$ cat src/sv/mfet_pkg.sv
`timescale 1ns / 1ps

package mfet_pkg;

    // opcodes of an input word
    localparam logic OP_FRAME = 1'b0;
    localparam logic OP_READ  = 1'b1;

    // configuration register indexes
    localparam int CFG_IDX_W = 1;
    localparam int CFG_DATA_W = 32;
    localparam logic [CFG_IDX_W-1:0] CFG_PRESENT_MASK   = 1'b0;
    localparam logic [CFG_IDX_W-1:0] CFG_ONLINE_TIMEOUT = 1'b1;

    localparam logic [7:0]  PRESENT_MASK_RST   = 8'd0;
    localparam logic [31:0] ONLINE_TIMEOUT_RST = 32'd100;

    // frame filter and encoder geometry
    localparam logic [3:0]         DLC_FULL  = 4'd8;
    localparam logic signed [17:0] HALF_TURN = 18'sd4096;
    localparam logic signed [17:0] FULL_TURN = 18'sd8192;

    // registered input word
    typedef struct packed {
        logic        opcode;
        logic        is_extended;
        logic        is_remote;
        logic [3:0]  frame_length;
        logic [10:0] frame_id;
        logic [63:0] frame_data;
        logic [2:0]  read_slot;
        logic [31:0] cur_tick;
    } t_in_word;

    // result word
    typedef struct packed {
        logic               frame_accepted;
        logic [2:0]         slot;
        logic               fresh;
        logic [15:0]        angle;
        logic signed [15:0] rotor_speed;
        logic signed [15:0] motor_current;
        logic [7:0]         temperature;
        logic signed [31:0] multiturn_count;
        logic               online;
    } t_out_word;

    // controller to datapath commands
    typedef struct packed {
        logic load_in;
        logic exec;
    } t_cmd;

endpackage

$ cat src/sv/mfet_in_if.sv
`timescale 1ns / 1ps

interface mfet_in_if;
    logic        valid;
    logic        ready;
    logic        opcode;
    logic        is_extended;
    logic        is_remote;
    logic [3:0]  frame_length;
    logic [10:0] frame_id;
    logic [63:0] frame_data;
    logic [2:0]  read_slot;
    logic [31:0] cur_tick;

    modport source (
        output valid, opcode, is_extended, is_remote, frame_length, frame_id,
               frame_data, read_slot, cur_tick,
        input  ready
    );

    modport sink (
        input  valid, opcode, is_extended, is_remote, frame_length, frame_id,
               frame_data, read_slot, cur_tick,
        output ready
    );
endinterface

$ cat src/sv/mfet_out_if.sv
`timescale 1ns / 1ps

interface mfet_out_if;
    logic               valid;
    logic               ready;
    logic               frame_accepted;
    logic [2:0]         slot;
    logic               fresh;
    logic [15:0]        angle;
    logic signed [15:0] rotor_speed;
    logic signed [15:0] motor_current;
    logic [7:0]         temperature;
    logic signed [31:0] multiturn_count;
    logic               online;

    modport source (
        output valid, frame_accepted, slot, fresh, angle, rotor_speed, motor_current,
               temperature, multiturn_count, online,
        input  ready
    );

    modport sink (
        input  valid, frame_accepted, slot, fresh, angle, rotor_speed, motor_current,
               temperature, multiturn_count, online,
        output ready
    );
endinterface

$ cat src/sv/mfet_ctrl.sv
`timescale 1ns / 1ps

module mfet_ctrl (
    input  logic          i_clk,
    input  logic          i_rst_n,
    input  logic          i_in_valid,
    output logic          o_in_ready,
    output logic          o_out_valid,
    input  logic          i_out_ready,
    output mfet_pkg::t_cmd o_cmd
);

    typedef enum logic [1:0] {
        S_IDLE = 2'b01,
        S_EXEC = 2'b10
    } t_state;

    t_state r_state, n_state;
    logic   r_out_valid, n_out_valid;
    logic   w_accept;
    logic   w_exec;

    assign o_in_ready  = (r_state == S_IDLE);
    assign w_accept    = i_in_valid && o_in_ready;
    // execute only when the output register is free or being emptied
    assign w_exec      = (r_state == S_EXEC) && (!r_out_valid || i_out_ready);
    assign o_out_valid = r_out_valid;

    assign o_cmd.load_in = w_accept;
    assign o_cmd.exec    = w_exec;

    // next state
    always_comb begin
        n_state = r_state;
        case (r_state)
            S_IDLE: begin
                if (w_accept) n_state = S_EXEC;
            end
            S_EXEC: begin
                if (w_exec) n_state = S_IDLE;
            end
            default: n_state = S_IDLE;
        endcase
    end

    // output word valid
    always_comb begin
        n_out_valid = r_out_valid;
        if (w_exec) begin
            n_out_valid = 1'b1;
        end else if (i_out_ready) begin
            n_out_valid = 1'b0;
        end
    end

    always_ff @(posedge i_clk) begin
        if (!i_rst_n) begin
            r_state     <= S_IDLE;
            r_out_valid <= 1'b0;
        end else begin
            r_state     <= n_state;
            r_out_valid <= n_out_valid;
        end
    end

    // an accepted word always moves to the execute state
    a_accept_to_exec: assert property (@(posedge i_clk) disable iff (!i_rst_n)
        w_accept |=> (r_state == S_EXEC))
        else $error("accepted word did not move to execute");

    // never overwrite a result that is still waiting
    a_no_overwrite: assert property (@(posedge i_clk) disable iff (!i_rst_n)
        w_exec |-> (!r_out_valid || i_out_ready))
        else $error("result overwritten before it was taken");

    // every execution presents a result word
    a_exec_gives_word: assert property (@(posedge i_clk) disable iff (!i_rst_n)
        w_exec |=> r_out_valid)
        else $error("execution produced no result word");

endmodule

$ cat src/sv/mfet_dp.sv
`timescale 1ns / 1ps

module mfet_dp #(
    parameter int SLOTS   = 8,
    parameter int BASE_ID = 513
) (
    input  logic                               i_clk,
    input  logic                               i_rst_n,
    input  mfet_pkg::t_cmd                     i_cmd,
    input  mfet_pkg::t_in_word                 i_in_word,
    input  logic                               i_cfg_we,
    input  logic [mfet_pkg::CFG_IDX_W-1:0]     i_cfg_idx,
    input  logic [mfet_pkg::CFG_DATA_W-1:0]    i_cfg_data,
    output mfet_pkg::t_out_word                o_out_word
);

    localparam int SW = (SLOTS > 1) ? $clog2(SLOTS) : 1;
    localparam logic [11:0] ID_LO = 12'(BASE_ID);
    localparam logic [11:0] ID_HI = 12'(BASE_ID + SLOTS);
    localparam logic [3:0]  SLOT_LIM = 4'(SLOTS);

    // configuration
    logic [7:0]  r_present_mask;
    logic [31:0] r_online_timeout;

    // input and output registers
    mfet_pkg::t_in_word  r_in;
    mfet_pkg::t_out_word r_out, n_out;

    // per-slot state
    logic [15:0] r_ref_angle [SLOTS];
    logic [31:0] r_turn_total [SLOTS];
    logic [15:0] r_angle [SLOTS];
    logic [15:0] r_speed [SLOTS];
    logic [15:0] r_current [SLOTS];
    logic [7:0]  r_temp [SLOTS];
    logic [31:0] r_arrival [SLOTS];
    logic [SLOTS-1:0] r_started, r_seen, r_fresh;

    logic [10:0]        w_id_off;
    logic [2:0]         w_frame_slot;
    logic               w_id_ok;
    logic               w_frame_ok;
    logic [2:0]         w_slot;
    logic               w_slot_ok;
    logic [SW-1:0]      w_idx;
    logic [15:0]        w_ang;
    logic signed [17:0] w_diff;
    logic signed [17:0] w_step;
    logic [31:0]        w_total_new;
    logic [31:0]        w_gap;
    logic               w_online;

    // configuration writes
    always_ff @(posedge i_clk) begin
        if (!i_rst_n) begin
            r_present_mask   <= mfet_pkg::PRESENT_MASK_RST;
            r_online_timeout <= mfet_pkg::ONLINE_TIMEOUT_RST;
        end else if (i_cfg_we) begin
            case (i_cfg_idx)
                mfet_pkg::CFG_PRESENT_MASK:   r_present_mask   <= i_cfg_data[7:0];
                mfet_pkg::CFG_ONLINE_TIMEOUT: r_online_timeout <= i_cfg_data;
                default: ;
            endcase
        end
    end

    // input capture
    always_ff @(posedge i_clk) begin
        if (i_cmd.load_in) r_in <= i_in_word;
    end

    // frame filter
    assign w_id_ok      = ({1'b0, r_in.frame_id} >= ID_LO) && ({1'b0, r_in.frame_id} < ID_HI);
    assign w_id_off     = r_in.frame_id - ID_LO[10:0];
    assign w_frame_slot = w_id_off[2:0];
    assign w_frame_ok   = (r_in.opcode == mfet_pkg::OP_FRAME) && !r_in.is_extended
                          && !r_in.is_remote && (r_in.frame_length == mfet_pkg::DLC_FULL)
                          && w_id_ok && r_present_mask[w_frame_slot];

    // slot addressed by this word
    assign w_slot    = (r_in.opcode == mfet_pkg::OP_READ) ? r_in.read_slot : w_frame_slot;
    assign w_slot_ok = ({1'b0, w_slot} < SLOT_LIM);
    assign w_idx     = w_slot[SW-1:0];

    // angle unwrap: fold the step into half a turn either way
    assign w_ang  = r_in.frame_data[63:48];
    assign w_diff = $signed({2'b00, w_ang}) - $signed({2'b00, r_ref_angle[w_idx]});
    always_comb begin
        if (w_diff > mfet_pkg::HALF_TURN) begin
            w_step = w_diff - mfet_pkg::FULL_TURN;
        end else if (w_diff < -mfet_pkg::HALF_TURN) begin
            w_step = w_diff + mfet_pkg::FULL_TURN;
        end else begin
            w_step = w_diff;
        end
    end
    assign w_total_new = r_started[w_idx]
                         ? r_turn_total[w_idx] + {{14{w_step[17]}}, w_step}
                         : 32'd0;

    // online check, tick gap wraps mod 2^32
    assign w_gap    = r_in.cur_tick - r_arrival[w_idx];
    assign w_online = r_seen[w_idx] && (w_gap <= r_online_timeout);

    // result word
    always_comb begin
        n_out = '0;
        if (r_in.opcode == mfet_pkg::OP_FRAME) begin
            if (w_frame_ok) begin
                n_out.frame_accepted = 1'b1;
                n_out.slot           = w_frame_slot;
            end
        end else begin
            n_out.slot = r_in.read_slot;
            if (w_slot_ok) begin
                n_out.online = w_online;
                if (r_fresh[w_idx]) begin
                    n_out.fresh           = 1'b1;
                    n_out.angle           = r_angle[w_idx];
                    n_out.rotor_speed     = r_speed[w_idx];
                    n_out.motor_current   = r_current[w_idx];
                    n_out.temperature     = r_temp[w_idx];
                    n_out.multiturn_count = r_turn_total[w_idx];
                end
            end
        end
    end

    always_ff @(posedge i_clk) begin
        if (i_cmd.exec) r_out <= n_out;
    end
    assign o_out_word = r_out;

    // slot payload update
    always_ff @(posedge i_clk) begin
        if (i_cmd.exec && w_frame_ok) begin
            r_ref_angle[w_idx]  <= w_ang;
            r_turn_total[w_idx] <= w_total_new;
            r_angle[w_idx]      <= w_ang;
            r_speed[w_idx]      <= r_in.frame_data[47:32];
            r_current[w_idx]    <= r_in.frame_data[31:16];
            r_temp[w_idx]       <= r_in.frame_data[15:8];
            r_arrival[w_idx]    <= r_in.cur_tick;
        end
    end

    // slot status bits
    always_ff @(posedge i_clk) begin
        if (!i_rst_n) begin
            r_started <= '0;
            r_seen    <= '0;
            r_fresh   <= '0;
        end else if (i_cmd.exec) begin
            if (w_frame_ok) begin
                r_started[w_idx] <= 1'b1;
                r_seen[w_idx]    <= 1'b1;
                r_fresh[w_idx]   <= 1'b1;
            end else if ((r_in.opcode == mfet_pkg::OP_READ) && w_slot_ok) begin
                r_fresh[w_idx]   <= 1'b0;
            end
        end
    end

endmodule

$ cat src/sv/motor_feedback_encoder_tracker_unit.sv
`timescale 1ns / 1ps

// Feedback tracker for up to SLOTS motors on a CAN bus. Opcode 0 words carry
// a received frame: a standard data frame of DLC 8 whose ID lies in BASE_ID to
// BASE_ID+SLOTS-1 and whose slot is set in present_mask updates that slot
// (angle, speed, current, temperature, tick stamp, fresh flag) and unwraps the
// angle into a 32-bit multi-turn total. Opcode 1 words read a slot, return its
// feedback once if fresh, and always return its online status. Each word is
// first registered, then used for the slot read-modify-write in the datapath;
// a new word is taken only once the last one has executed. The next word is
// accepted while a result still waits in the output register; execution holds
// only while that register is full and not being taken. Configuration writes
// (index 0 present_mask, index 1 online_timeout) are taken in any cycle.
module motor_feedback_encoder_tracker_unit #(
    parameter int SLOTS   = 8,
    parameter int BASE_ID = 513
) (
    input  logic                            i_clk,
    input  logic                            i_rst_n,
    mfet_in_if.sink                         i_in,
    mfet_out_if.source                      o_out,
    input  logic                            i_cfg_we,
    input  logic [mfet_pkg::CFG_IDX_W-1:0]  i_cfg_idx,
    input  logic [mfet_pkg::CFG_DATA_W-1:0] i_cfg_data
);

    mfet_pkg::t_cmd      w_cmd;
    mfet_pkg::t_in_word  w_in_word;
    mfet_pkg::t_out_word w_out_word;

    // pack the incoming word
    assign w_in_word.opcode       = i_in.opcode;
    assign w_in_word.is_extended  = i_in.is_extended;
    assign w_in_word.is_remote    = i_in.is_remote;
    assign w_in_word.frame_length = i_in.frame_length;
    assign w_in_word.frame_id     = i_in.frame_id;
    assign w_in_word.frame_data   = i_in.frame_data;
    assign w_in_word.read_slot    = i_in.read_slot;
    assign w_in_word.cur_tick     = i_in.cur_tick;

    mfet_ctrl u_ctrl (
        .i_clk       (i_clk),
        .i_rst_n     (i_rst_n),
        .i_in_valid  (i_in.valid),
        .o_in_ready  (i_in.ready),
        .o_out_valid (o_out.valid),
        .i_out_ready (o_out.ready),
        .o_cmd       (w_cmd)
    );

    mfet_dp #(
        .SLOTS   (SLOTS),
        .BASE_ID (BASE_ID)
    ) u_dp (
        .i_clk      (i_clk),
        .i_rst_n    (i_rst_n),
        .i_cmd      (w_cmd),
        .i_in_word  (w_in_word),
        .i_cfg_we   (i_cfg_we),
        .i_cfg_idx  (i_cfg_idx),
        .i_cfg_data (i_cfg_data),
        .o_out_word (w_out_word)
    );

    // unpack the result word
    assign o_out.frame_accepted  = w_out_word.frame_accepted;
    assign o_out.slot            = w_out_word.slot;
    assign o_out.fresh           = w_out_word.fresh;
    assign o_out.angle           = w_out_word.angle;
    assign o_out.rotor_speed     = w_out_word.rotor_speed;
    assign o_out.motor_current   = w_out_word.motor_current;
    assign o_out.temperature     = w_out_word.temperature;
    assign o_out.multiturn_count = w_out_word.multiturn_count;
    assign o_out.online          = w_out_word.online;

endmodule

$ cat src/flat_wrapper.sv
// flat-port wrapper written by rule: the top's interface ports become plain ports
module motor_feedback_encoder_tracker_unit_flat 
#(
    parameter int SLOTS   = 8,
    parameter int BASE_ID = 513
)
  (i_clk, i_rst_n, i_cfg_we, i_cfg_idx, i_cfg_data, i_in_valid, i_in_opcode, i_in_is_extended, i_in_is_remote, i_in_frame_length, i_in_frame_id, i_in_frame_data, i_in_read_slot, i_in_cur_tick, i_in_ready, o_out_valid, o_out_frame_accepted, o_out_slot, o_out_fresh, o_out_angle, o_out_rotor_speed, o_out_motor_current, o_out_temperature, o_out_multiturn_count, o_out_online, o_out_ready);
  mfet_in_if i_in_i ();
  mfet_out_if o_out_i ();
  input  logic i_clk;
  input  logic i_rst_n;
  input  logic i_cfg_we;
  input  logic [mfet_pkg::CFG_IDX_W-1:0] i_cfg_idx;
  input  logic [mfet_pkg::CFG_DATA_W-1:0] i_cfg_data;
  input wire logic [$bits(i_in_i.valid)-1:0] i_in_valid;
  input wire logic [$bits(i_in_i.opcode)-1:0] i_in_opcode;
  input wire logic [$bits(i_in_i.is_extended)-1:0] i_in_is_extended;
  input wire logic [$bits(i_in_i.is_remote)-1:0] i_in_is_remote;
  input wire logic [$bits(i_in_i.frame_length)-1:0] i_in_frame_length;
  input wire logic [$bits(i_in_i.frame_id)-1:0] i_in_frame_id;
  input wire logic [$bits(i_in_i.frame_data)-1:0] i_in_frame_data;
  input wire logic [$bits(i_in_i.read_slot)-1:0] i_in_read_slot;
  input wire logic [$bits(i_in_i.cur_tick)-1:0] i_in_cur_tick;
  output wire logic [$bits(i_in_i.ready)-1:0] i_in_ready;
  output wire logic [$bits(o_out_i.valid)-1:0] o_out_valid;
  output wire logic [$bits(o_out_i.frame_accepted)-1:0] o_out_frame_accepted;
  output wire logic [$bits(o_out_i.slot)-1:0] o_out_slot;
  output wire logic [$bits(o_out_i.fresh)-1:0] o_out_fresh;
  output wire logic [$bits(o_out_i.angle)-1:0] o_out_angle;
  output wire logic [$bits(o_out_i.rotor_speed)-1:0] o_out_rotor_speed;
  output wire logic [$bits(o_out_i.motor_current)-1:0] o_out_motor_current;
  output wire logic [$bits(o_out_i.temperature)-1:0] o_out_temperature;
  output wire logic [$bits(o_out_i.multiturn_count)-1:0] o_out_multiturn_count;
  output wire logic [$bits(o_out_i.online)-1:0] o_out_online;
  input wire logic [$bits(o_out_i.ready)-1:0] o_out_ready;
  assign i_in_i.valid = i_in_valid;
  assign i_in_i.opcode = i_in_opcode;
  assign i_in_i.is_extended = i_in_is_extended;
  assign i_in_i.is_remote = i_in_is_remote;
  assign i_in_i.frame_length = i_in_frame_length;
  assign i_in_i.frame_id = i_in_frame_id;
  assign i_in_i.frame_data = i_in_frame_data;
  assign i_in_i.read_slot = i_in_read_slot;
  assign i_in_i.cur_tick = i_in_cur_tick;
  assign i_in_ready = i_in_i.ready;
  assign o_out_valid = o_out_i.valid;
  assign o_out_frame_accepted = o_out_i.frame_accepted;
  assign o_out_slot = o_out_i.slot;
  assign o_out_fresh = o_out_i.fresh;
  assign o_out_angle = o_out_i.angle;
  assign o_out_rotor_speed = o_out_i.rotor_speed;
  assign o_out_motor_current = o_out_i.motor_current;
  assign o_out_temperature = o_out_i.temperature;
  assign o_out_multiturn_count = o_out_i.multiturn_count;
  assign o_out_online = o_out_i.online;
  assign o_out_i.ready = o_out_ready;
  motor_feedback_encoder_tracker_unit #(.SLOTS(SLOTS), .BASE_ID(BASE_ID)) u_core (.i_clk(i_clk), .i_rst_n(i_rst_n), .i_in(i_in_i), .o_out(o_out_i), .i_cfg_we(i_cfg_we), .i_cfg_idx(i_cfg_idx), .i_cfg_data(i_cfg_data));
endmodule
$ cat config.mk
export PLATFORM = sky130hd
export DESIGN_NAME = motor_feedback_encoder_tracker_unit_flat
export DESIGN_NICKNAME = d
export VERILOG_FILES = /design/src/sv/mfet_pkg.sv /design/src/sv/mfet_in_if.sv /design/src/sv/mfet_out_if.sv /design/src/sv/mfet_ctrl.sv /design/src/sv/mfet_dp.sv /design/src/sv/motor_feedback_encoder_tracker_unit.sv /design/src/flat_wrapper.sv
export SDC_FILE = /design/constraint.sdc
export NUM_CORES = 1
export LEC_CHECK = 0
export BUFFER_PORTS_ARGS = -buffer_cell sky130_fd_sc_hd__buf_2
export CORE_MARGIN = 2
export CORE_UTILIZATION = 53
export CTS_BUF_LIST = sky130_fd_sc_hd__clkbuf_8 sky130_fd_sc_hd__clkbuf_16
export DETAILED_ROUTE_END_ITERATION = 10
export PLACE_DENSITY = 0.7
export SLEW_MARGIN = 10
export SYNTH_ARGS = -nofsm -noshare
export SYNTH_HDL_FRONTEND = slang
export SYNTH_SLANG_ARGS = --single-unit
$ cat constraint.sdc
create_clock -name i_clk -period 18.8 [get_ports i_clk]
set_input_delay 0 -clock i_clk [delete_from_list [all_inputs] [get_ports i_clk]]
set_output_delay 0 -clock i_clk [all_outputs]
set_load 0.01 [all_outputs]
# Yosys cells after proc, flatten, opt, wreduce, memory -nomap -nowiden
# Memories as Yosys holds them, arrays and structs flattened.
# Cells that the tools add are included.
op_classes:
  addsub: 6
  shifts: 0
  magnitude_cmp: 8
  n_mux: 26
  n_eq_ne: 5
  reduce_logical: 23
  bitwise_logic: 7
  n_mul: 0
  n_div: 0
ops:
  columns: ["cell", "n"]
  rows:
  - ["89-bit two-way mux", 1]
  - ["18-bit two-way mux", 2]
  - ["32-bit adder", 1]
  - ["32-bit <= comparator", 1]
  - ["32-bit two-way mux", 1]
  - ["32-bit subtractor", 1]
  - ["8-bit bitwise OR", 3]
  - ["17-bit by 15-bit adder with 18-bit output, second input constant", 1]
  - ["17-bit by 15-bit subtractor with 18-bit output, second input constant", 1]
  - ["17-bit by 14-bit > comparator with 1-bit output, second input constant", 1]
  - ["17-bit by 13-bit less-than comparator with 1-bit output, second input constant", 1]
  - ["16-bit by 16-bit subtractor with 17-bit output", 1]
  - ["8-bit two-way mux", 2]
  - ["1-bit binary-select mux with 3-bit select", 4]
  - ["2-bit AND reduction", 6]
  - ["11-bit by 10-bit greater-or-equal comparator with 1-bit output, second input constant", 1]
  - ["1-bit logical AND", 11]
  - ["11-bit by 10-bit less-than comparator with 1-bit output, second input constant", 1]
  - ["1-bit two-way mux", 9]
  - ["8-bit bitwise AND", 1]
  - ["3-bit by 4-bit less-than comparator with 1-bit output, second input constant", 2]
  - ["8-bit NOT", 1]
  - ["3-bit two-way mux", 2]
  - ["4-bit equality test, second input constant", 1]
  - ["14 further kinds", 19]
totals:
  ram_bits: 1088
  register_bits: 278
  inputBits: 155
  n_memories: 7
  rom_bits: 0
  latch_bits: 0
  output_inout_bits: 96
memory_table:
  columns: ["memory", "words", "word_bits", "rd", "rd_clocked_by_memory_dff", "write_ports", "line_no", "source"]
  rows:
  - ["u_core.u_dp.r_arrival", 8, 32, 1, 0, 1, "mfet_dp.sv:37", "logic [31:0] r_arrival [SLOTS];"]
  - ["u_core.u_dp.r_turn_total", 8, 32, 1, 0, 1, "mfet_dp.sv:32", "logic [31:0] r_turn_total [SLOTS];"]
  - ["u_core.u_dp.r_angle", 8, 16, 1, 0, 1, "mfet_dp.sv:33", "logic [15:0] r_angle [SLOTS];"]
  - ["u_core.u_dp.r_current", 8, 16, 1, 0, 1, "mfet_dp.sv:35", "logic [15:0] r_current [SLOTS];"]
  - ["u_core.u_dp.r_ref_angle", 8, 16, 1, 0, 1, "mfet_dp.sv:31", "logic [15:0] r_ref_angle [SLOTS];"]
  - ["u_core.u_dp.r_speed", 8, 16, 1, 0, 1, "mfet_dp.sv:34", "logic [15:0] r_speed [SLOTS];"]
  - ["1 more memories", null, null, null, null, null, null, null]

# Longest topological paths before layout
# Gate-level depths: netlist of the first run.
depth:
  ltp_word: 10
  depth_mapped: 42
  depth_no_buf: 37

# Modules after synthesis
# Synthesis of the first run repeated with hierarchy kept, for this count alone.
hier_totals:
  hier_cells: 3187
  area_unflattened_um2: 49050.8
modules_own_cells:
  columns: ["mod", "n_inst", "area_each_um2", "seq_area_each_um2", "cells_each"]
  rows:
  - ["mfet_dp", 1, 48909.4, 36204.7, 3173]
  - ["mfet_ctrl", 1, 141.4, 60.1, 14]

# Worst setup path before layout of the first run
# No wires, ideal clock.
synth_timing:
  path_kind: "flip-flop to flip-flop"
  from: "register u_core.u_ctrl.r_state[0]"
  to: "register with a tool-made name"
  stages_incl_launch_ff: 6
  required_time_ns: 18.704
  path_slack_ns: 4.027
  arrival_ns: 14.678
  path_cell_list: "dfxtp_1 nand2b_1 nor2b_1 nand2_1 nor3_1 o21a_1"
synth_rtl:
  columns: ["item", "line_no", "source"]
  rows:
  - ["from (decl)", "mfet_ctrl.sv:18", "t_state r_state, n_state;"]
  - ["from (signal assigned)", "mfet_ctrl.sv:61", "r_state <= n_state;"]

# Final worst setup path of the first run
layout_timing:
  from: "register u_core.u_dp.r_in[99] in the netlist's numbering"
  to: "memory u_core.u_dp.r_turn_total[4][31] (data pin)"
layout_via:
  elab_chain_cells: 9
  word_cells_on_any_way: 15
  cone_classes: "add/sub (5); order compare (2); mux (6); memory (2)"
layout_rtl:
  columns: ["item", "line_no", "source"]
  rows:
  - ["from (decl)", "mfet_dp.sv:27", "mfet_pkg::t_in_word r_in;"]
  - ["from (signal assigned)", "mfet_dp.sv:70", "if (i_cmd.load_in) r_in <= i_in_word;"]
  - ["3-bit by 1-bit subtractor with 3-bit output *", "mfet_dp.sv:75", "assign w_id_off = r_in.frame_id - ID_LO[10:0];"]
  - ["3-bit two-way mux *", "mfet_dp.sv:82", "assign w_slot = (r_in.opcode == mfet_pkg::OP_READ) ? r_in.read_slot : w_frame_slot;"]
  - ["memory read 8 x 16 bit", null, null]
  - ["16-bit by 16-bit subtractor with 17-bit output", "mfet_dp.sv:88", "assign w_diff = $signed({2'b00, w_ang}) - $signed({2'b00, r_ref_angle[w_idx]});"]
  - ["17-bit by 15-bit adder with 18-bit output or 17-bit by 13-bit less-than comparator with 1-bit output (tied branches)", "mfet_dp.sv:93, mfet_dp.sv:92", null]
  - ["18-bit two-way mux", "mfet_dp.sv:92", "end else if (w_diff < -mfet_pkg::HALF_TURN) begin"]
  - ["18-bit two-way mux", "mfet_dp.sv:90", "if (w_diff > mfet_pkg::HALF_TURN) begin"]
  - ["32-bit adder", "mfet_dp.sv:99", "? r_turn_total[w_idx] + {{14{w_step[17]}}, w_step}"]
  - ["32-bit two-way mux *", "mfet_dp.sv:99", null]
  - ["named net u_core.u_dp.w_total_new[31]", "mfet_dp.sv:50", "logic [31:0] w_total_new;"]
  - ["to (decl)", "mfet_dp.sv:32", null]
# Mark *: on every way through the listed nets, which the timed path passes. The rest lies on a longest branch. The select of a mux whose other input is x is not followed.

==> flow_results.org, run 1 <==
** Power
- Dividing total power by cell area gives a power density of between 100 and 150 nW/um^2.
- Overall power consumption after layout is estimated at roughly 6200 uW.
- Worst-case vdd ir drop :: 87.0 uV
- Leakage dissipation :: 0.0199 uW

** GRT
- Aggregate global-route resource usage :: about a quarter
- The number of antenna violations at the first check in global routing came to 7.
- First-pass GRT wire length :: around 180000 um
- Peak-usage layer in the global routing report :: met2
- Entering global routing, the biggest net connects ~110 pins.
- Total overflow reported by the global router :: 0
- GR Util met3 :: roughly 3.4%
- Global routing consumed, on the met2 layer, about 44% of the routing resources.
- Via count of the first global-routing pass :: between 30000 and 40000
- For this run, global-route usage on met1 was measured as 34.6%.

** Detailed routing
- In this run the remaining antenna-violating nets after routing total 0.
- After detailed routing, the average wire length per cell comes to approximately 25 um.
- The pre-antenna-repair detailed-routing pass consisted of 6 iterations.
- After detailed routing, the number of remaining DRC violations is 0.
- Final Routed Wirelength :: between 100000 and 150000 um
- After detailed routing, the number of vias per cell comes to just over 6.
- For this block, the initial DRC count from the detailed router was roughly 3000.
- The routed layout has about 30000 vias.

** Synthesis
- Area share of the largest cell type after synthesis :: between 70% and 80%
- The synthesized netlist devotes under 10% of its cell area to adder and majority cells.
- Synthesis instantiated 74 different standard cells from the library.
- The synthesized netlist devotes roughly 6.4% of its cell area to simple gates.
- Counting flops and latches in the post-synthesis netlist gives ~1200.
- Counting flops with an async set or reset pin after synthesis yields a share of 0%.
- Count of flip-flops with a built-in enable after synthesis :: roughly 1200
- Most common library cells after synthesis :: 1163 x edfxtp_1, 268 x nand2_1, 201 x a22oi_1, 154 x a21oi_1, 139 x nor2_1
- Summing the sequential cell areas from Yosys gives between 70% and 80% of the chip area.
- Synthesized-area fraction occupied by ao, oa, aoi and oai cells :: a little under an eighth
- Synthesized-area fraction occupied by xor and xnor cells :: 1.33%
- Cell type with the highest aggregate area in the netlist :: edfxtp_1
- Synthesized cell area :: roughly 48000 sq um
- By area, the combinational part of the netlist is dominated by compound AO/OA/AOI/OAI gates.
- Leading cell types by total area after synthesis :: edfxtp_1 72%, a22oi_1 3.1%, ha_1 2.9%, dfxtp_1 2.8%, nand2_1 2.1%
- Number of cells produced by synthesis :: around 3100
- Count leader, synth :: edfxtp_1
- Proportion of synthesized area in mux cells :: under 10%
- Counting every net in the synthesized netlist gives 3414.
- Synthesized area divided by synthesized cell count :: roughly 15 sq um
- Yosys warning total :: 0
- Commonest register cell after synthesis :: edfxtp_1

** Critical path
- Data arrival, critical path :: 11040 ps
- Kind of critical path :: reg -> reg
- Cell type of the slowest stage on the worst timing path :: mux2_8
- STA classifies the critical path startpoint as a register.
- Required time worst endpoint :: roughly 19000 ps
- STA classifies the critical path endpoint as a register.
- Of all nets on the critical path, the largest fanout is 73.
- Worst path top cell family by delay :: compound AO/OA/AOI/OAI gates
- The critical path contains buffers and inverters numbering 3 combined.
- The largest single stage delay on the critical path is 750 ps.
- Among the stages of the critical path, the cell type that occurs most often is ha_1.

** Clock network
- Clock-pin slew was measured on the worst setup and hold paths at ~60 ps.
- CTS max path bufs :: 3
- Cell at the root of the clock tree :: clkbuf_16
- Number of buffers inserted during clock tree synthesis :: about 120
- Once the clock tree was built, the resizer swapped 0 gates to a different size.
- The clock reaches the later pin of the worst-skew pair after 720 ps.
- The H-tree generated during clock tree synthesis spans 3 levels.
- Number of buffers inserted to repair setup after CTS :: 0
- Cts hold-fix bufs :: slightly above 200
- The clock drives ~1200 sinks.
- TritonCTS built the clock tree.

** Placed design
- Summed over all nets, the half-perimeter wirelength after detailed placement is approximately 66000 um.
- Worst Setup Slack post-DPL :: between 8000 and 9000 ps
- Routability congestion estimate :: around 0.85
- During placement, the flow inserted port buffers numbering roughly 240.

** Status
- Run status :: finished clean

** Run
- The tool flagged a number of max-cap violations equal to 0.

** Cells and area
- Layout area overhead :: 17.6%
- Layout cells sized above 1 :: 13.9%
- Fill cells in the final layout number between 6000 and 7000.
- The net count of the finished layout is slightly below 4000.

** Floorplan
- After floorplanning, the core was divided into between 100 and 150 placement rows.
- Initial Util :: between 50% and 60%
- Area of the die :: roughly 94000 sq um
- The die is ~300 um wide.
- During I/O placement, the number of pins put on the boundary was approximately 250.
- The floorplan step defined a core boundary enclosing ~90000 sq um.
- DIE HEIGHT :: between 300 and 400 um

** Timing
- Setup repair after global routing left no endpoint under its margin.
- Fin crit period :: between 10000 and 15000 ps
- Final sum of negative setup slack :: 0 ps
- Headroom to the max-slew limit came out at 18.3%.
- Setup violations remaining at the end of the flow were counted as 0.
- For the pin with the worst max-slew slack, the measured transition is 1230 ps.
- Final Cycle Share :: between 50% and 60%
- Fin. max-slew vios :: 0
- PnR worst setup slack :: about 8200 ps
- Maximum clock skew at final layout :: 34.9 ps
- The final-report hold violation count was 0.
- Derived from the worst setup path, the maximum achievable clock frequency is ~94 MHz.

** Hold path
- Hold Crit Class :: in -> reg
cell families after synthesis:
logic type	after synthesis
compound gates	789
xor+xnor	72
fa+ha+maj	119
buf+inv	223
flops	1230
mux	54
simple gates	657
state kept, by name (all words and copies together) (netlist names), named ones only:
name                          cells
u_core.u_dp.r_in                109
u_core.u_ctrl.r_state             2
u_core.u_dp.r_turn_total        256
u_core.u_dp.r_current           128
u_core.u_dp.r_ref_angle         128
u_core.u_dp.o_out_word           94
u_core.u_dp.r_present_mask        8
u_core.u_dp.r_online_timeout     32
u_core.u_dp.r_temp               64
u_core.u_dp.r_started             8
u_core.u_dp.r_speed             128
u_core.u_dp.r_arrival           256
u_core.u_ctrl.o_out_valid         1
u_core.u_dp.r_seen                8
cell usage in the layout (no fill, tap or decap), types with 32 or more instances in the layout:
| cell type | Yosys | routed |
|---|---|---|
| dfxtp_1 | 67 | 67 |
| ha_1 | 113 | 113 |
| mux2i_1 | 45 | 44 |
| nand2_1 | 268 | 268 |
| xnor2_1 | 43 | 43 |
| nor2_1 | 139 | 129 |
| buf_4 | 0 | 43 |
| a21oi_1 | 154 | 154 |
| edfxtp_1 | 1163 | 1163 |
| inv_1 | 75 | 97 |
| buf_2 | 5 | 242 |
| and3_1 | 36 | 34 |
| o21ai_0 | 46 | 46 |
| o21a_1 | 35 | 35 |
| a21boi_0 | 36 | 36 |
| nor2b_1 | 64 | 63 |
| a31oi_1 | 45 | 44 |
| a221oi_1 | 83 | 83 |
| dlygate4sd3_1 | 0 | 206 |
| o22ai_1 | 35 | 35 |
| nand3_1 | 33 | 33 |
| clkbuf_16 | 0 | 122 |
| a22o_1 | 45 | 45 |
| nor3_1 | 35 | 32 |
| a22oi_1 | 201 | 201 |
worst reg2reg max path, delay by kind of cell, from the launching register on:
kind / cells / cell delay, ps
mux: 1 / 750
simple gates: 5 / 1970
compound gates: 13 / 3500
flops: 1 / 700
xor+xnor: 3 / 1180
fa+ha+maj: 5 / 1360
buf+inv: 3 / 880
metal layers:
metal | vias to the layer above | wire (um)
met1 | 15000 | 49500
met5 | - | 7
met3 | 223 | 9110
met4 | 2 | 3160
li1 | 13300 | -
met2 | 1386 | 60100
path summary, 6_finish.rpt:
kind,slack [ps],cells after the start,to,start
max,8210,30,u_core.u_dp.r_turn_total[4][31],u_core.u_dp.r_in[99]
min,10,2,u_core.u_dp.r_in[101],i_in_frame_id[2]
max reg2reg,8210,30,u_core.u_dp.r_turn_total[4][31],u_core.u_dp.r_in[99]
min reg2reg,470,1,u_core.u_dp.r_seen[2],u_core.u_dp.r_seen[2]
layout make-up:
cell class	instances	area, sq um	area share, %
Inverter	75	282	0.493
Multi-Input combinational cell	1691	11600	20.3
Clock buffer	128	3140	5.50
Tap cell	1176	1470	2.58
Clock inverter	93	661	1.16
Antenna cell	3	7.51	0.0132
Timing Repair Buffer	494	3660	6.41
Sequential cell	1230	36300	63.6
metrics by stage:
step | instance area [sq um] | hold slack, ps | cells | utilization [%]
5_1_grt | 57100 | 4.77 | 4890 | 63.2
3_3_place_gp | 51200 | 176 | 4460 | 56.7
3_5_place_dp | 51200 | 178 | 4460 | 56.7
6_report | 57100 | 12.9 | 4890 | 63.2
4_1_cts | 57000 | 0.0139 | 4887 | 63.2
2_1_floorplan | 48500 | 98.9 | 3144 | -
report_power, final:
part	switching, uW	total [uW]	internal [uW]
sequential	35.2	3050	3020
combinational	500	823	322
clock	1020	2290	1270
total	1550	6160	4610
Note: power is estimated with default switching activity, not from simulation.
==> inputs of run 2 (changes only) <==
--- a/config.mk
+++ b/config.mk
@@ -10,7 +10,7 @@
 export CORE_UTILIZATION = 53
 export CTS_BUF_LIST = sky130_fd_sc_hd__clkbuf_8 sky130_fd_sc_hd__clkbuf_16
 export DETAILED_ROUTE_END_ITERATION = 10
-export PLACE_DENSITY = 0.7
+export PLACE_DENSITY = 0.72
 export SLEW_MARGIN = 10
 export SYNTH_ARGS = -nofsm -noshare
 export SYNTH_HDL_FRONTEND = slang
==> constraint.sdc (replaced) <==
create_clock -name i_clk -period 8.8 [get_ports i_clk]
set_input_delay 0 -clock i_clk [delete_from_list [all_inputs] [get_ports i_clk]]
set_output_delay 0 -clock i_clk [all_outputs]
set_load 0.01 [all_outputs]
==> run 2 against run 1 <==
  * Clock-buffer cell count shrank 5
  * Clock power rose by 120%
  * Largest power group unchanged
  * Critical path type unchanged
  * Highest routed layer unchanged
  * Critical endpoint is now u_core.u_dp.r_turn_total[5][31]
  * Utilization increased by 0.45 points
  * Global-route usage is 0.58 points lower
==> flow_results.org, run 2 (synthesized netlist as in run 1, its figures left out) <==
** Cells and area
- Total number of nets in the final design :: 3917 (was 3883)
- Layout cells sized above 1 :: 14.4% (was 13.9%)
- The most frequent standard cell in the layout excluding fill and tap cells is edfxtp_1 (unchanged).
- Antenna Diode Count :: 0 (was 3)
- Largest registers ranked by flip-flop count: u_core.u_dp.r_arrival x256, u_core.u_dp.r_turn_total x256 (unchanged).
- Most frequent cells in the layout: 1163 x edfxtp_1, 268 x nand2_1, 242 x buf_2 (unchanged).
- The area added between synthesis and finish is 18.5% (was 17.6%).

** Run
- The count of max-cap constraint violations is 0 (unchanged).

** Detailed routing
- Vias :: 29700 (was 29900)
- The DRC violation count after routing is 0 (unchanged).
- The detailed-route wire length came to 119000 um (was 122000 um).
- The length of the first detailed-routing pass in iterations is 6 (unchanged).
- The via density per instance was 6.03 (was 6.12).
- Number of nets with antenna violations after detailed routing :: 0 (unchanged)
- Detailed Route Iter0 Violations :: 3039 (was 2961)
- The detail-routed net length per standard cell was 24.3 um (was 24.9 um).

** Critical path
- The cell repeated most along the worst path was ha_1 (unchanged).
- The endpoint required time on the critical path is 9300 ps (was 19260 ps).
- The largest stage delay on the critical path is 470 ps (was 750 ps).
- The launching element type of the critical path is a register (unchanged).
- The critical path start-end classification is reg -> reg (unchanged).
- Data arrival, critical path :: 8660 ps (was 11040 ps)
- Highest fanout seen on the critical path :: 22 (was 73)
- Cell type of the slowest stage on the worst timing path :: a311oi_1 (was mux2_8)
- Type of element capturing the critical path :: register (unchanged)

** Power
- The static power due to leakage came to 0.0201 uW (was 0.0199 uW).
- The maximum resistive drop on vdd is 183 uV (was 87.0 uV).
- The part of the total power dissipated in the clock network was 37.6% (was 37.2%).
- Switching power :: 3290 uW (was 1550 uW)
- Power share of the sequential group :: 49.2% (was 49.5%)
- Switching share of power :: 24.8% (was 25.2%)
- PwrDens :: 231 nW/um^2 (was 108 nW/um^2)
- Internal power :: 9950 uW (was 4610 uW)
- Portion of total power attributed to combinational logic :: 13.2% (was 13.3%)

** Timing
- The minimum period implied by the final worst setup slack came to 8150 ps (was 10590 ps).
- The final-report hold violation count is 0 (unchanged).
- Fin. max-slew vios :: 0 (unchanged)
- Worst hold margin :: 37.0 ps (was 12.9 ps)
- Setup repair after global routing missed its margin :: no (unchanged)
- The normalized max-slew margin came to 22.0% (was 18.3%).
- Final sum of negative setup slack :: 0 ps (unchanged)
- The setup-violating endpoint count in the final report came to 0 (unchanged).
- The peak clock frequency supported by timing is 123 MHz (was 94.5 MHz).
- Transition time at the pin with the least slew margin :: 1170 ps (was 1230 ps)
- The period utilization was 92.7% (was 56.3%).
- Maximum clock skew at final layout :: 51.8 ps (was 34.9 ps)

** Clock network
- The largest buffer count on any clock path was 3 (unchanged).
- The total number of H-tree levels is 3 (unchanged).
- The TritonCTS clock tree is done (unchanged).
- Clock network latency to the later pin of the worst-skew pair :: 720 ps (about the same)
- The cell chosen for the clock root was clkbuf_16 (unchanged).
- Clk slew on worst S/H paths :: 60 ps (about the same)
- Number of buffers inserted during clock tree synthesis :: 119 (was 121)
- Sink Count :: 1230 (unchanged)

** Floorplan
- Horizontal extent of the die :: 307 um (unchanged)
- The site row count came to 110 (unchanged).
- The core outline area is 90300 sq um (unchanged).
- The number of placed I/O pins was 251 (unchanged).
- The die height came to 307 um (unchanged).
- Area of the die :: 93900 sq um (unchanged)
- The starting density of the core is 53.7% (unchanged).

** GRT
- Total overflow reported by the global router :: 0 (unchanged)
- Aggregate global-route resource usage :: 25.1% (was 25.7%)
- First-pass GRT wire length :: 178000 um (was 182000 um)
- The largest net degree at the start of global routing is 110 (was 108).
- The number of antenna violations at the first check in global routing was 3 (was 7).
- The number of global-route vias before repair came to 29600 (was 30400).

** Placed design
- The detailed placement HPWL came to 64200 um (was 65900 um).
- Routability congestion estimate :: 0.851 (was 0.854)
- The total of buffers placed on input and output ports came to 242 (unchanged).

** Hold path
- The classification of the worst-slack hold path is in -> reg (unchanged).

** Status
- Run status: finished clean (unchanged).
[run 2: worst paths after layout]
kind | start | endpoint | slack (ps) | depth (start not counted)
max | u_core.u_dp.r_in[100] | u_core.u_dp.r_turn_total[5][31] | 650 | 29
min | i_in_frame_data[58] | u_core.u_dp.r_in[93] | 40 | 2
max reg2reg | u_core.u_dp.r_in[100] | u_core.u_dp.r_turn_total[5][31] | 650 | 29
min reg2reg | u_core.u_dp.r_online_timeout[12] | u_core.u_dp.r_online_timeout[12] | 470 | 2
[run 2: metrics by stage]
stage	std cells	cell area (sq um)	utilization (%)	worst slack, ps	total power (uW)
floorplan	3144	48500	-	502	7760
global placement	4478	51300	56.8	551	8230
detailed placement	4478	51300	56.8	440	8260
CTS	4926	57400	63.6	373	13300
global route	4926	57500	63.6	163	13700
finish	4926	57500	63.6	646	13200
[run 2: layer usage]
layer  GRT usage [%]  wire length [um]  part of all wire [%]  vias up
li1                -                 -                     -    13300
met1            33.6             47700                    40    14800
met2            42.7             59700                    50     1298
met3            3.70              8900                   7.4      221
met4            7.66              3170                   2.7        2
met5               0                13                 0.011        -
[run 2: timing repair]
item	CTS	global route
gates resized for setup	0	5
hold buffers	224	0
setup buffers	0	0
endpoints found under the hold margin	152	0
setup endpoints to repair	0	24
[run 2: cell type report]
type	instances	area, sq um
clock buffer	123	3060
clock inverter	101	817
fill	6298	32800
inverter	75	282
multi-input combinational	1691	11600
sequential	1230	36300
tap	1176	1470
timing repair buffer	530	3970
[run 2: critical path, delay by kind of cell, from the launching register on]
family,cells,cell delay (ps)
AOI/OAI and AO/OA,13,3220
adders and majority gates,5,1290
muxes,1,350
xor gates and xnor gates,3,800
and+or+nand+nor,5,1710
DFF,1,390
buffers and inverters,2,140
[run 2: power by group through the flow]
stage               clock, uW  combinational (uW)  sequential (uW)
floorplan                   0                1150             6610
global placement            0                1600             6630
detailed placement          0                1630             6640
CTS                      5040                1720             6510
global route             5280                1910             6520
finish                   4980                1750             6520
